### src/hdl/tal_pkg.sv
// Shared types and constants for the temperature alarm logger.
package tal_pkg;

	// Configuration register indexes on the write port
	typedef enum logic [2:0] {
		REG_READ_INTERVAL  = 3'd0,
		REG_STORE_INTERVAL = 3'd1,
		REG_MAJOR_LOW      = 3'd2,
		REG_MINOR_LOW      = 3'd3,
		REG_MINOR_HIGH     = 3'd4,
		REG_MAJOR_HIGH     = 3'd5
	} tal_reg_t;

	// Alarm band codes
	typedef enum logic [2:0] {
		BAND_MAJOR_LOW  = 3'd0,
		BAND_MINOR_LOW  = 3'd1,
		BAND_NORMAL     = 3'd2,
		BAND_MINOR_HIGH = 3'd3,
		BAND_MAJOR_HIGH = 3'd4
	} tal_band_t;

	// Reset values of the configuration registers
	localparam logic [31:0] READ_INTERVAL_RST  = 32'd5000;
	localparam logic [31:0] STORE_INTERVAL_RST = 32'd900000;
	localparam logic [7:0]  MAJOR_LOW_RST      = 8'd60;
	localparam logic [7:0]  MINOR_LOW_RST      = 8'd70;
	localparam logic [7:0]  MINOR_HIGH_RST     = 8'd80;
	localparam logic [7:0]  MAJOR_HIGH_RST     = 8'd90;

	// Stream widths
	localparam int IN_TDATA_W  = 88;
	localparam int OUT_TDATA_W = 72;

	// Fahrenheit conversion: F = trunc((9*c + 1600) / 50)
	localparam logic signed [14:0] F_OFFSET = 15'sd1600;
	// floor(x * 5243 / 2^18) == floor(x / 50) for x up to 10807
	localparam logic [12:0] RECIP_50 = 13'd5243;
	localparam int RECIP_SHIFT = 18;

	// Depth of the queue between front and back
	localparam int QDEPTH = 4;
	localparam int QPTR_W = $clog2(QDEPTH);

	typedef struct packed {
		logic [31:0] read_int;
		logic [31:0] store_int;
		logic [7:0]  major_low;
		logic [7:0]  minor_low;
		logic [7:0]  minor_high;
		logic [7:0]  major_high;
	} tal_cfg_t;

	// One classified poll, handed from front to back
	typedef struct packed {
		logic               read_taken;
		logic signed [10:0] samp_temp;
		logic               store_done;
		logic [5:0]         store_slot;
		logic signed [10:0] rec_temp;
		logic [9:0]         rec_humid;
		logic [31:0]        rec_stamp;
		logic [6:0]         record_count;
		logic               ring_wrapped;
	} tal_entry_t;

endpackage

### src/hdl/tal_front.sv
// Front end: accepts polls, tracks read and store timing and the ring state.
module tal_front import tal_pkg::*; #(
	parameter int LOG_DEPTH = 64
) (
	input  logic                  clk,
	input  logic                  arst_n,
	input  tal_cfg_t              cfg,
	input  logic                  s_tvalid,
	output logic                  s_tready,
	input  logic [IN_TDATA_W-1:0] s_tdata,
	input  logic                  q_full,
	output logic                  push,
	output tal_entry_t            entry
);

	localparam int CNT_W = $clog2(LOG_DEPTH + 1);

	logic [31:0]        last_read_q, last_store_q;
	logic signed [10:0] held_temp_q;
	logic [9:0]         held_humid_q;
	logic [31:0]        held_stamp_q;
	logic [CNT_W-1:0]   next_slot_q, valid_count_q;
	logic               wrap_q;

	logic [31:0]        now_ms, stamp;
	logic               sensor_ok;
	logic signed [10:0] temp_tenths_c;
	logic [9:0]         humid_tenths;

	logic               accept, read_fire, store_fire, ring_full, wrap_d;
	logic [31:0]        since_read, since_store;
	logic signed [10:0] temp_d;
	logic [9:0]         humid_d;
	logic [31:0]        stamp_d;
	logic [CNT_W-1:0]   slot_use, count_d;
	logic [CNT_W+6:0]   slot_ext, count_ext;

	// unpack the input transfer
	assign now_ms        = s_tdata[31:0];
	assign sensor_ok     = s_tdata[32];
	assign temp_tenths_c = s_tdata[43:33];
	assign humid_tenths  = s_tdata[53:44];
	assign stamp         = s_tdata[85:54];

	assign s_tready = !q_full;
	assign accept   = s_tvalid && s_tready;
	assign push     = accept;

	// due checks with wrapping time differences
	assign since_read  = now_ms - last_read_q;
	assign since_store = now_ms - last_store_q;
	assign read_fire   = accept && sensor_ok && (since_read >= cfg.read_int);
	assign store_fire  = accept && (since_store >= cfg.store_int);

	// sample seen by a store in the same poll
	assign temp_d  = read_fire ? temp_tenths_c : held_temp_q;
	assign humid_d = read_fire ? humid_tenths : held_humid_q;
	assign stamp_d = read_fire ? stamp : held_stamp_q;

	// ring slot and wrap handling
	assign ring_full = (next_slot_q >= CNT_W'(LOG_DEPTH));
	assign slot_use  = ring_full ? '0 : next_slot_q;
	assign wrap_d    = wrap_q || (store_fire && ring_full);
	assign count_d   = (store_fire && !wrap_d) ? valid_count_q + 1'b1 : valid_count_q;
	assign slot_ext  = {7'd0, slot_use};
	assign count_ext = {7'd0, count_d};

	always_comb begin
		entry              = '0;
		entry.read_taken   = read_fire;
		entry.samp_temp    = temp_tenths_c;
		entry.store_done   = store_fire;
		entry.record_count = count_ext[6:0];
		entry.ring_wrapped = wrap_d;
		if (store_fire) begin
			entry.store_slot = slot_ext[5:0];
			entry.rec_temp   = temp_d;
			entry.rec_humid  = humid_d;
			entry.rec_stamp  = stamp_d;
		end
	end

	// state update on each accepted poll
	always_ff @(posedge clk or negedge arst_n) begin
		if (!arst_n) begin
			last_read_q   <= '0;
			last_store_q  <= '0;
			held_temp_q   <= '0;
			held_humid_q  <= '0;
			held_stamp_q  <= '0;
			next_slot_q   <= '0;
			valid_count_q <= '0;
			wrap_q        <= 1'b0;
		end else begin
			if (read_fire) begin
				last_read_q  <= now_ms;
				held_temp_q  <= temp_tenths_c;
				held_humid_q <= humid_tenths;
				held_stamp_q <= stamp;
			end
			if (store_fire) begin
				last_store_q  <= now_ms;
				next_slot_q   <= slot_use + 1'b1;
				valid_count_q <= count_d;
				wrap_q        <= wrap_d;
			end
		end
	end

endmodule

### src/hdl/tal_queue.sv
// Short queue of classified polls between front and back.
module tal_queue import tal_pkg::*; (
	input  logic       clk,
	input  logic       arst_n,
	input  logic       push,
	input  tal_entry_t push_data,
	output logic       full,
	input  logic       pop,
	output logic       avail,
	output tal_entry_t pop_data
);

	tal_entry_t        mem_q [QDEPTH];
	logic [QPTR_W-1:0] wr_ptr_q, rd_ptr_q;
	logic [QPTR_W:0]   count_q;
	logic              do_push, do_pop;

	assign full     = (count_q == (QPTR_W+1)'(QDEPTH));
	assign avail    = (count_q != '0);
	assign do_push  = push && !full;
	assign do_pop   = pop && avail;
	assign pop_data = mem_q[rd_ptr_q];

	// entry storage
	always_ff @(posedge clk) begin
		if (do_push) begin
			mem_q[wr_ptr_q] <= push_data;
		end
	end

	// pointers and fill level
	always_ff @(posedge clk or negedge arst_n) begin
		if (!arst_n) begin
			wr_ptr_q <= '0;
			rd_ptr_q <= '0;
			count_q  <= '0;
		end else begin
			if (do_push) begin
				wr_ptr_q <= wr_ptr_q + 1'b1;
			end
			if (do_pop) begin
				rd_ptr_q <= rd_ptr_q + 1'b1;
			end
			unique case ({do_push, do_pop})
				2'b10:   count_q <= count_q + 1'b1;
				2'b01:   count_q <= count_q - 1'b1;
				default: count_q <= count_q;
			endcase
		end
	end

endmodule

### src/hdl/tal_back.sv
// Back end: Fahrenheit conversion, alarm banding and the output register.
module tal_back import tal_pkg::*; (
	input  logic                   clk,
	input  logic                   arst_n,
	input  tal_cfg_t               cfg,
	input  logic                   q_avail,
	input  tal_entry_t             q_data,
	output logic                   pop,
	output logic                   m_tvalid,
	input  logic                   m_tready,
	output logic [OUT_TDATA_W-1:0] m_tdata
);

	tal_entry_t         ent_s1;
	logic               valid_s1, neg_s1;
	logic [25:0]        prod_s1;
	logic               adv_out, adv_s1;

	logic signed [14:0] t_ext, num;
	logic               neg;
	logic [13:0]        mag;
	logic [7:0]         quo;
	logic signed [9:0]  fahr;
	tal_band_t          band;
	logic [2:0]         level;

	assign adv_out = !m_tvalid || m_tready;
	assign adv_s1  = !valid_s1 || adv_out;
	assign pop     = q_avail && adv_s1;

	// 9*c + 1600, then magnitude for the reciprocal multiply
	assign t_ext = {{4{q_data.samp_temp[10]}}, q_data.samp_temp};
	assign num   = (t_ext <<< 3) + t_ext + F_OFFSET;
	assign neg   = num[14];
	assign mag   = neg ? 14'(-num) : num[13:0];

	// stage 1: divide by 50 through a reciprocal product
	always_ff @(posedge clk or negedge arst_n) begin
		if (!arst_n) begin
			valid_s1 <= 1'b0;
		end else if (adv_s1) begin
			valid_s1 <= q_avail;
		end
	end

	always_ff @(posedge clk) begin
		if (pop) begin
			ent_s1  <= q_data;
			neg_s1  <= neg;
			prod_s1 <= {12'd0, mag} * {13'd0, RECIP_50};
		end
	end

	// truncate toward zero and walk the band chain in order
	assign quo  = prod_s1[RECIP_SHIFT+7:RECIP_SHIFT];
	assign fahr = neg_s1 ? -$signed({2'b00, quo}) : $signed({2'b00, quo});

	always_comb begin
		priority if (fahr <= $signed({2'b00, cfg.major_low})) begin
			band = BAND_MAJOR_LOW;
		end else if (fahr <= $signed({2'b00, cfg.minor_low})) begin
			band = BAND_MINOR_LOW;
		end else if (fahr <= $signed({2'b00, cfg.minor_high})) begin
			band = BAND_NORMAL;
		end else if (fahr <= $signed({2'b00, cfg.major_high})) begin
			band = BAND_MINOR_HIGH;
		end else begin
			band = BAND_MAJOR_HIGH;
		end
	end

	assign level = ent_s1.read_taken ? band : BAND_MAJOR_LOW;

	// output register
	always_ff @(posedge clk or negedge arst_n) begin
		if (!arst_n) begin
			m_tvalid <= 1'b0;
		end else if (adv_out) begin
			m_tvalid <= valid_s1;
		end
	end

	always_ff @(posedge clk) begin
		if (adv_out && valid_s1) begin
			m_tdata <= {ent_s1.ring_wrapped, ent_s1.record_count, ent_s1.rec_stamp,
			            ent_s1.rec_humid, ent_s1.rec_temp, ent_s1.store_slot,
			            ent_s1.store_done, level, ent_s1.read_taken};
		end
	end

endmodule

### src/hdl/temperature_alarm_logger.sv
// Top level of the temperature alarm logger: configuration registers and the pipeline.
// Throughput: one poll per clock; s_tready drops only while the four-entry queue is full.
// Path: a poll accepted on s_tdata is written into the queue, then passes the
// reciprocal multiply stage and the output register before it shows on m_tdata.
// Reset: arst_n clears timing, held sample, ring state and valid flags at once;
// configuration returns to its default values. No clearing pass.
module temperature_alarm_logger import tal_pkg::*; #(
	parameter int LOG_DEPTH = 64
) (
	input  logic                   clk,
	input  logic                   arst_n,
	input  logic                   cfg_we,
	input  logic [2:0]             cfg_idx,
	input  logic [31:0]            cfg_data,
	input  logic                   s_tvalid,
	output logic                   s_tready,
	// now_ms[31:0], sensor_ok[32], temp_tenths_c[43:33], humid_tenths[53:44],
	// stamp[85:54], zero pad[87:86]
	input  logic [IN_TDATA_W-1:0]  s_tdata,
	output logic                   m_tvalid,
	input  logic                   m_tready,
	// read_taken[0], alarm_level[3:1], store_done[4], store_slot[10:5],
	// rec_temp[21:11], rec_humid[31:22], rec_stamp[63:32], record_count[70:64],
	// ring_wrapped[71]
	output logic [OUT_TDATA_W-1:0] m_tdata
);

	tal_cfg_t   cfg_q;
	logic       push, q_full, q_avail, pop;
	tal_entry_t push_data, pop_data;

	// configuration registers
	always_ff @(posedge clk or negedge arst_n) begin
		if (!arst_n) begin
			cfg_q.read_int   <= READ_INTERVAL_RST;
			cfg_q.store_int  <= STORE_INTERVAL_RST;
			cfg_q.major_low  <= MAJOR_LOW_RST;
			cfg_q.minor_low  <= MINOR_LOW_RST;
			cfg_q.minor_high <= MINOR_HIGH_RST;
			cfg_q.major_high <= MAJOR_HIGH_RST;
		end else if (cfg_we) begin
			unique case (cfg_idx)
				REG_READ_INTERVAL:  cfg_q.read_int   <= cfg_data;
				REG_STORE_INTERVAL: cfg_q.store_int  <= cfg_data;
				REG_MAJOR_LOW:      cfg_q.major_low  <= cfg_data[7:0];
				REG_MINOR_LOW:      cfg_q.minor_low  <= cfg_data[7:0];
				REG_MINOR_HIGH:     cfg_q.minor_high <= cfg_data[7:0];
				REG_MAJOR_HIGH:     cfg_q.major_high <= cfg_data[7:0];
				default:            cfg_q            <= cfg_q;
			endcase
		end
	end

	tal_front #(
		.LOG_DEPTH(LOG_DEPTH)
	) u_front (
		.clk      (clk),
		.arst_n   (arst_n),
		.cfg      (cfg_q),
		.s_tvalid (s_tvalid),
		.s_tready (s_tready),
		.s_tdata  (s_tdata),
		.q_full   (q_full),
		.push     (push),
		.entry    (push_data)
	);

	tal_queue u_queue (
		.clk       (clk),
		.arst_n    (arst_n),
		.push      (push),
		.push_data (push_data),
		.full      (q_full),
		.pop       (pop),
		.avail     (q_avail),
		.pop_data  (pop_data)
	);

	tal_back u_back (
		.clk      (clk),
		.arst_n   (arst_n),
		.cfg      (cfg_q),
		.q_avail  (q_avail),
		.q_data   (pop_data),
		.pop      (pop),
		.m_tvalid (m_tvalid),
		.m_tready (m_tready),
		.m_tdata  (m_tdata)
	);

endmodule
### config.mk
export PLATFORM = sky130hd
export DESIGN_NAME = temperature_alarm_logger
export DESIGN_NICKNAME = d
export VERILOG_FILES = /design/src/hdl/tal_pkg.sv /design/src/hdl/tal_front.sv /design/src/hdl/tal_queue.sv /design/src/hdl/tal_back.sv /design/src/hdl/temperature_alarm_logger.sv
export SDC_FILE = /design/constraint.sdc
export NUM_CORES = 1
export LEC_CHECK = 0
export ABC_AREA = 1
export BUFFER_PORTS_ARGS = -buffer_cell sky130_fd_sc_hd__buf_4
export CORE_UTILIZATION = 40
export CTS_CLUSTER_SIZE = 16
export DETAILED_ROUTE_END_ITERATION = 8
export GPL_ROUTABILITY_DRIVEN = 0
export PLACE_DENSITY = 0.64
export SYNTH_ARGS = -nofsm -noshare
export SYNTH_HDL_FRONTEND = slang
export SYNTH_SLANG_ARGS = --single-unit
### constraint.sdc
create_clock -name clk -period 6.72 [get_ports clk]
set_input_delay 1.008 -clock clk [delete_from_list [all_inputs] [get_ports clk]]
set_output_delay 1.008 -clock clk [all_outputs]
set_load 0.03 [all_outputs]
==> results.md <==
* Status: complete, but fails checks
* Failing checks: setup timing
* H-tree Lvls at 3
* Post-route ant nets at 0
* Hpwl dp at 61290 microns
* CTS root buf: clkbuf_16
* Startpoint Class: register
* Netlist cell types at 62
* Wirelength per Cell at 16.79 microns
* Synth area leaders: edfxtp_1, dfrtp_1, ha_1, inv_1, nand2_1
* Slew Limit Fails at 0
* Tmin final at 6.925 ns
* FMAX at 144.4 MHz
* Number of synthesized flops with an enable pin at 470
* Synthesized area per cell at 9.978 sq um
* Cell mode on critical path: nand2_1
* Commonest cells in the synthesized netlist: inv_1, nand2_1, edfxtp_1, o21ai_0, nor2_1
* Top-area cell type share of the netlist area at 38.00%
* Share of cells above drive strength 1 at 19.51%
* CP top delay family: adder cells
* Routed wl met3 at 4510 microns
* Synth area leader: edfxtp_1
* RR Startpoint: u_queue.rd_ptr_q[0]
* Critical path endpoint category: register
* Clk slew on worst S/H paths at 0.06 ns
* WP depth at 35
* Post-Synthesis Cells at 3722
* Fraction of registers with async set or reset after synthesis at 33.52%
* Slowest cell on crit path: fa_1
* CP arrival at 7.29 ns
* Yosys warns at 0
* Die area at 94070 sq um
* Maximum capacitance violations at 0
* Mapped Nets at 4194
* Mapped Area at 37140 sq um
* Period utilization at 103.1%
* Vias/cell at 4.933
* Largest net degree at the start of global routing at 98
* R2R cell count at 35
* R2r endpoint: u_back.prod_s1[25]
* Top FF cell, synth: edfxtp_1
* # rows at 111
* Die width at 306.7 microns
* CP Buf/Inv Count at 8
* CP max FO at 9
* Setup violators final at 7
* Setup CP Type: reg -> reg
* Wl on met1 at 41120 microns
* Via count at 26680
* DR top layer: met5
* Reg2Reg Setup Slack at -0.21 ns
* Initial antenna violation count at 7
* First-pass GRT wire length at 141000 microns
* Clock tree from TritonCTS: done
* CP Data Required Time at 7.08 ns
* Met2 Wirelength at 42840 microns
* Part of the Yosys area used for sequential elements at 54.07%
* Buffers on Ports at 199
* Placed Area at 41160 sq um
* Most frequent cell after synthesis: inv_1
* GRT Residual Overflow at 0
* CTS buffer count at 75
* Flops & latches, synth at 707
* Maximum root-to-sink buffer count at 3
* 1st-iter DRT viols at 1797
* Slew HR at 23.54%
* WL final at 90810 microns
* Nets at 4575
* Global-route usage over all layers at 19.10%
* Final setup margin at -0.2050 ns
* Setup Skew at 0.04691 ns
* Chip Height at 306.7 microns
* RSZ-0062 raised after global routing: true
* Final-report hold violation count at 0
* Initial Util at 40.45%
* Clk sink count at 707
* IO Count at 202
* First drt pass iteration count at 5
* Design Area, Final at 45390 sq um
* Area grow syn2layout at 22.23%
* Worst hold-check path type: in -> async
* CP peak stage delay at 0.54 ns
* Vias in the first global route at 25840
* Worst Max-Slew Pin Slew at 1.143 ns
* Total core area at 91800 sq um
* Hold Buf Count CTS at 0
* # DRC at 0
* Worst skew pair latency at 0.64 ns
layout by cell type (no fill, tap or decap), types with 43 or more instances in the layout:
cell type  Yosys  final
inv_1        632    592
nand2_1      599    551
edfxtp_1     470    470
o21ai_0      404    393
buf_4          2    377
nor2_1       320    303
ha_1         282    233
dfrtp_1      208    206
a21oi_1      130    112
clkbuf_16      0     76
o22ai_1       73     70
nand3_1       84     68
xor2_1        67     63
fa_1          62     56
o21ai_1       36     44
ha_4           0     43
worst max-delay path by stage:
stage | start | to | slack (ns)
2_1_floorplan | u_queue.rd_ptr_q[0] | u_back.prod_s1[25] | 0.02
3_3_place_gp | u_queue.rd_ptr_q[0] | u_back.prod_s1[25] | -0.22
3_5_place_dp | u_queue.rd_ptr_q[0] | u_back.prod_s1[25] | -0.27
4_1_cts | u_queue.rd_ptr_q[0] | u_back.prod_s1[25] | -0.06
5_1_grt | u_queue.rd_ptr_q[0] | u_back.prod_s1[25] | -0.45
6_report | u_queue.rd_ptr_q[0] | u_back.prod_s1[25] | -0.21
timing repair:
| action | CTS | global route |
|---|---|---|
| gates resized for setup | 148 | 133 |
| gates cloned | 4 | 0 |
| endpoints found under the setup margin | 8 | 8 |
| setup buffers | 34 | 23 |
| hold endpoints to repair | 0 | 0 |
| pin swaps | 89 | 108 |
routing by layer:
layer,up-vias,global-route usage [%]
li1,13140,-
met1,12800,26.22
met2,600,31.03
met3,132,2.867
met4,8,6.163
met5,-,0
per-stage QoR:
stage	worst slack [ns]	utilization, %	cells	setup TNS [ns]	hold WS, ns
floorplan	0.02174	-	3722	0	0.4003
global placement	-0.2242	44.83	5210	-1.291	0.4026
detailed placement	-0.2663	44.83	5210	-1.759	0.4045
CTS	-0.06264	48.68	5383	-0.1076	0.3677
global route	-0.4471	49.44	5407	-2.793	0.4152
finish	-0.2050	49.45	5408	-0.8477	0.3782
logic make-up (layout without fill, tap and decap cells):
kind of cell	count (synthesis)	in the layout	synth area share [%]
DFF	707	707	54.07
and+or+nand+nor	1093	1093	12.04
adders and majority gates	344	344	12.84
other	0	3	0
AOI/OAI and AO/OA	736	736	10.88
xor gates and xnor gates	94	94	2.348
buffers and inverters	748	1188	7.820
flip-flops by register name, indices dropped and copies added (netlist names), 7 cells and up:
signal / cells
u_back.prod_s1: 8
u_front.valid_count_q: 7
u_front.next_slot_q: 7
u_front.last_store_q: 32
u_back.ent_s1: 69
u_queue.mem_q: 320
u_front.held_temp_q: 11
cfg_q: 96
u_front.last_read_q: 32
u_front.held_humid_q: 10
u_back.m_tdata: 72
u_front.held_stamp_q: 32
cell type report:
| cell class | instances | area [sq um] |
|---|---|---|
| timing repair inverter | 2 | 17.52 |
| inverter | 642 | 2444 |
| timing repair buffer | 408 | 3313 |
| clock buffer | 105 | 2101 |
| fill | 8224 | 46410 |
| multi-input combinational | 2267 | 15510 |
| sequential | 707 | 20090 |
| clock inverter | 31 | 361.6 |
| tap | 1243 | 1555 |
| antenna | 3 | 7.507 |
Power is not shown: default switching activity piles up to over one toggle a cycle in this logic, so the estimate is an artifact.
